**src/sv/qvdp_pkg.sv**
```systemverilog
// Shared types and constants for the quadratic value palindrome test block.
package qvdp_pkg;

  localparam int unsigned IndexW    = 63;
  localparam int unsigned ValW      = 128;
  localparam int unsigned InDataW   = 64;
  localparam int unsigned OutDataW  = 192;
  localparam int unsigned MulW      = 32;
  localparam int unsigned LimbW     = 16;
  localparam int unsigned NumLimbs  = ValW / LimbW;
  localparam int unsigned LimbCntW  = $clog2(NumLimbs);
  localparam int unsigned DigitW    = 4;
  localparam int unsigned DivXW     = DigitW + LimbW;
  localparam int unsigned RecipShift = 23;
  localparam logic [DivXW-1:0] Recip10 = DivXW'(838861);
  localparam int unsigned FiltW     = 4;
  localparam int unsigned CfgAddrW  = 3;
  localparam int unsigned CfgDataW  = 32;
  localparam logic RegLeadDigit     = 1'b0;

  typedef struct packed {
    logic       div_mode;
    logic [1:0] sq_phase;
  } mul_ctl_t;

endpackage

```
**src/sv/qvdp_apb.sv**
```systemverilog
// Configuration register file behind an APB-style port.
module qvdp_apb (
  input  logic                            clk_i,
  input  logic                            rst_ni,
  input  logic                            psel_i,
  input  logic                            penable_i,
  input  logic                            pwrite_i,
  input  logic [qvdp_pkg::CfgAddrW-1:0]   paddr_i,
  input  logic [qvdp_pkg::CfgDataW-1:0]   pwdata_i,
  output logic [qvdp_pkg::CfgDataW-1:0]   prdata_o,
  output logic                            pready_o,
  output logic [qvdp_pkg::FiltW-1:0]      lead_digit_o
);
  import qvdp_pkg::*;

  logic [FiltW-1:0] lead_digit_q;
  logic             hit;

  assign pready_o = 1'b1;
  assign hit      = (paddr_i[CfgAddrW-1] == RegLeadDigit);

  always_ff @(posedge clk_i or negedge rst_ni) begin
    if (!rst_ni) begin
      lead_digit_q <= '0;
    end else if (psel_i && penable_i && pwrite_i && pready_o && hit) begin
      lead_digit_q <= pwdata_i[FiltW-1:0];
    end
  end

  assign prdata_o     = hit ? CfgDataW'(lead_digit_q) : '0;
  assign lead_digit_o = lead_digit_q;

endmodule

```
**config.mk**
```make
export PLATFORM = sky130hd
export DESIGN_NAME = qvdp_apb
export DESIGN_NICKNAME = d
export VERILOG_FILES = /design/src/sv/qvdp_pkg.sv /design/src/sv/qvdp_apb.sv
export SDC_FILE = /design/constraint.sdc
export NUM_CORES = 1
export LEC_CHECK = 0
export BUFFER_PORTS_ARGS = -buffer_cell sky130_fd_sc_hd__buf_4
export CAP_MARGIN = 5
export CORE_MARGIN = 2
export CORE_UTILIZATION = 28
export DETAILED_ROUTE_END_ITERATION = 10
export GPL_TIMING_DRIVEN = 0
export PLACE_DENSITY = 0.89
export SETUP_SLACK_MARGIN = 0.5
export SYNTH_ARGS = -nofsm -noshare
export SYNTH_HDL_FRONTEND = slang
export SYNTH_SLANG_ARGS = --single-unit
```
**constraint.sdc**
```tcl
create_clock -name clk_i -period 1.15 [get_ports clk_i]
set_input_delay 0.23 -clock clk_i [delete_from_list [all_inputs] [get_ports clk_i]]
set_output_delay 0.23 -clock clk_i [all_outputs]
set_load 0.01 [all_outputs]
```
==> flow_summary.toml <==
[power_and_ir_drop]
finalPower_mw = 0.865
vdd.ir_drop.worst_uv = 535
p_per_area_mw_per_mm2 = 1050
pwr-share-seq_pct = 22.8
p_int_mw = 0.605
switchingPower_mw = 0.259
p_sw_share_pct = 30.0
combPwrFrac_pct = 56.1
power.leakage_nw = 0.519
clkPwrFrac_pct = 21.0

[setup_path]
crit_fanout = 2
path_class = "reg2out"
reg2regPathDepth = 3
rr_endpoint = "lead_digit_o[0]$_DFFE_PN0P_"
cp-start-kind = "flop"
slowest_stage = "dfrtp_1"
arrival_ps = 960
max_stage_delay_ps = 390
end_kind = "primary output"
crit_chain = "and2b_2 > buf_6"
cp.required_ps = 920
rrSetupSlack_ps = 160
r2r-start = "lead_digit_o[0]$_DFFE_PN0P_"

[synth]
synth_area_leaders = "buf_4 51%, dfrtp_1 23%, mux2_2 10%"
async_flop_share_pct = 100
synth_seq_cells = 4
yosysTopAreaCellShare_pct = 50.7
yosysTopAreaCell = "buf_4"
synth_cell_types = 6
syn_inst = 44
synth_edf_count = 0
avgSynthCellArea_sq_um = 9.75
synth.most_common_cell = "buf_4"
yosys-top-cells-count = "29 x buf_4, 4 x and2b_2, 4 x dfrtp_1, 4 x mux2_2, 2 x conb_1"
netlist_area_sq_um = 429
synth_seq_area_share_pct = 23.3
yosysWarnings = 0
ys.flop_type = "dfrtp_1"

[placement]
place_congestion = 0.628
port_buffers = 17
hpwl_um = 684
placedCellCount = 104
dpl_cell_area_sq_um = 678
dp_slack_ps = 171

[global_route]
grt_pass1_wl_mm = 1.41
grt_max_degree = 6
overflow = 0
grt_pass1_vias = 313
grt_use_total_pct = 11.9
antenna_found_initial = 0

[floorplan]
row_count = 14
io_pins = 77
die_area_sq_mm = 0.00186
core_sq_mm = 0.00147
die_x_um = 43.2
dieHeight_um = 43.2
initial_core_util_pct = 29.2

[clock_network]
clk_latency_ps = 240
cts_tree = "yes"
cts.htree.levels = 1
numCtsBuffers = 3
cts_sinks = 4
clockBufferDepth = 2
cts_root_buf = "clkbuf_4"
path_clk_slew_ps = 40

[timing]
fin_skew_ps = 0
final.min_clock_period_ps = 1190
fin_tns_setup_ps = -123
rsz0062_at_grt = "true"
slew_viol_final = 0
holdWs_ps = 221
fin_crit_sh_pct = 103
hold_violations = 0
fmax_ghz = 0.841
layout_setup_ws_ps = -39.0
finalSetupViolations = 4

[finish]
final_nets = 140
multiInputGateArea_sq_um = 228
diodes = 0
n_fill_cell = 123
regArea_sq_um = 100
largest_reg_flops = 4
fin_util_pct = 56.0
fin_area_sq_um = 823
drive_above_1_share_pct = 65.3
area_growth_pct = 91.8
instances_no_fill = 114

[route]
avgViaCountPerCell = 3.32
drt_wl_total_mm = 1.07
routed-via-count = 378
drt_first_pass_iters = 2
drt_first_iter_violations = 3
routedWlPerCell_um = 9.37
drc_errors = 0
ant_nets = 0

[hold_path]
hp-class = "in2reg"
whs_path_depth = 2
hold_end = "lead_digit_o[3]$_DFFE_PN0P_"
min_from = "pwdata_i[3]"

[flow_run]
cap_violations = 0

[outcome]
violations = "negative setup slack"
status = "finished with violations"
power groups by stage:
stage	registers [mW]	logic, mW	clock network (mW)
after floorplan	0.208	0.175	0
after global placement	0.198	0.298	0
after detailed placement	0.199	0.305	0
after CTS	0.193	0.430	0.191
after global routing	0.200	0.513	0.206
final	0.198	0.485	0.182
layout make-up:
type | count | area share [%]
plain buffers | 29 | 26.4
clock buffers | 3 | 2.74
multi-input cells | 38 | 27.7
flip-flops and latches | 4 | 12.2
well taps | 16 | 2.43
repair buffers | 24 | 28.6
cells by family after synthesis:
logic type    synth area share (%)
buf+inv                       50.7
simple gates                  13.7
flops                         23.3
mux                           10.5
other cells                   1.75
critical path: cells and delay by family (launching register included):
kind / cells / cell delay [ps]
buffers and inverters: 1 / 120
and+or+nand+nor: 1 / 210
DFF: 1 / 390
cell usage in the layout, fill, tap and decap left out:
| cell | n |
|---|---|
| buf_6 | 14 |
| dlygate4sd3_1 | 1 |
| buf_4 | 38 |
| conb_1 | 29 |
| mux2_4 | 4 |
| nand4b_4 | 1 |
| clkbuf_4 | 3 |
| dfrtp_1 | 4 |
| and2b_2 | 4 |
routing by layer:
metal	global-route usage, %	wire (um)
met2	21.5	635
met4	9.70	24
met1	8.07	259
met3	7.66	148
met5	0	0
worst max-delay path by stage:
stage                                startpoint                          end  slack [ps]  cells past startpoint
global placement                     paddr_i[2]  lead_digit_o[1]$_DFFE_PN0P_         200                      3
detailed placement                   paddr_i[2]  lead_digit_o[1]$_DFFE_PN0P_         170                      3
CTS                 lead_digit_o[1]$_DFFE_PN0P_                  prdata_o[1]         -30                      2
floorplan           lead_digit_o[0]$_DFFE_PN0P_                  prdata_o[0]         300                      1
global route        lead_digit_o[0]$_DFFE_PN0P_                  prdata_o[0]         -80                      2
finish              lead_digit_o[0]$_DFFE_PN0P_                  prdata_o[0]         -40                      2
repair_timing:
item                                    CTS  global route
resized for setup                        14             4
endpoints found under the setup margin   12            12
buffers inserted                          4             2
hold buffers                              1             0
endpoints found under the hold margin     4             0
Power figures use the tool's default switching activity.
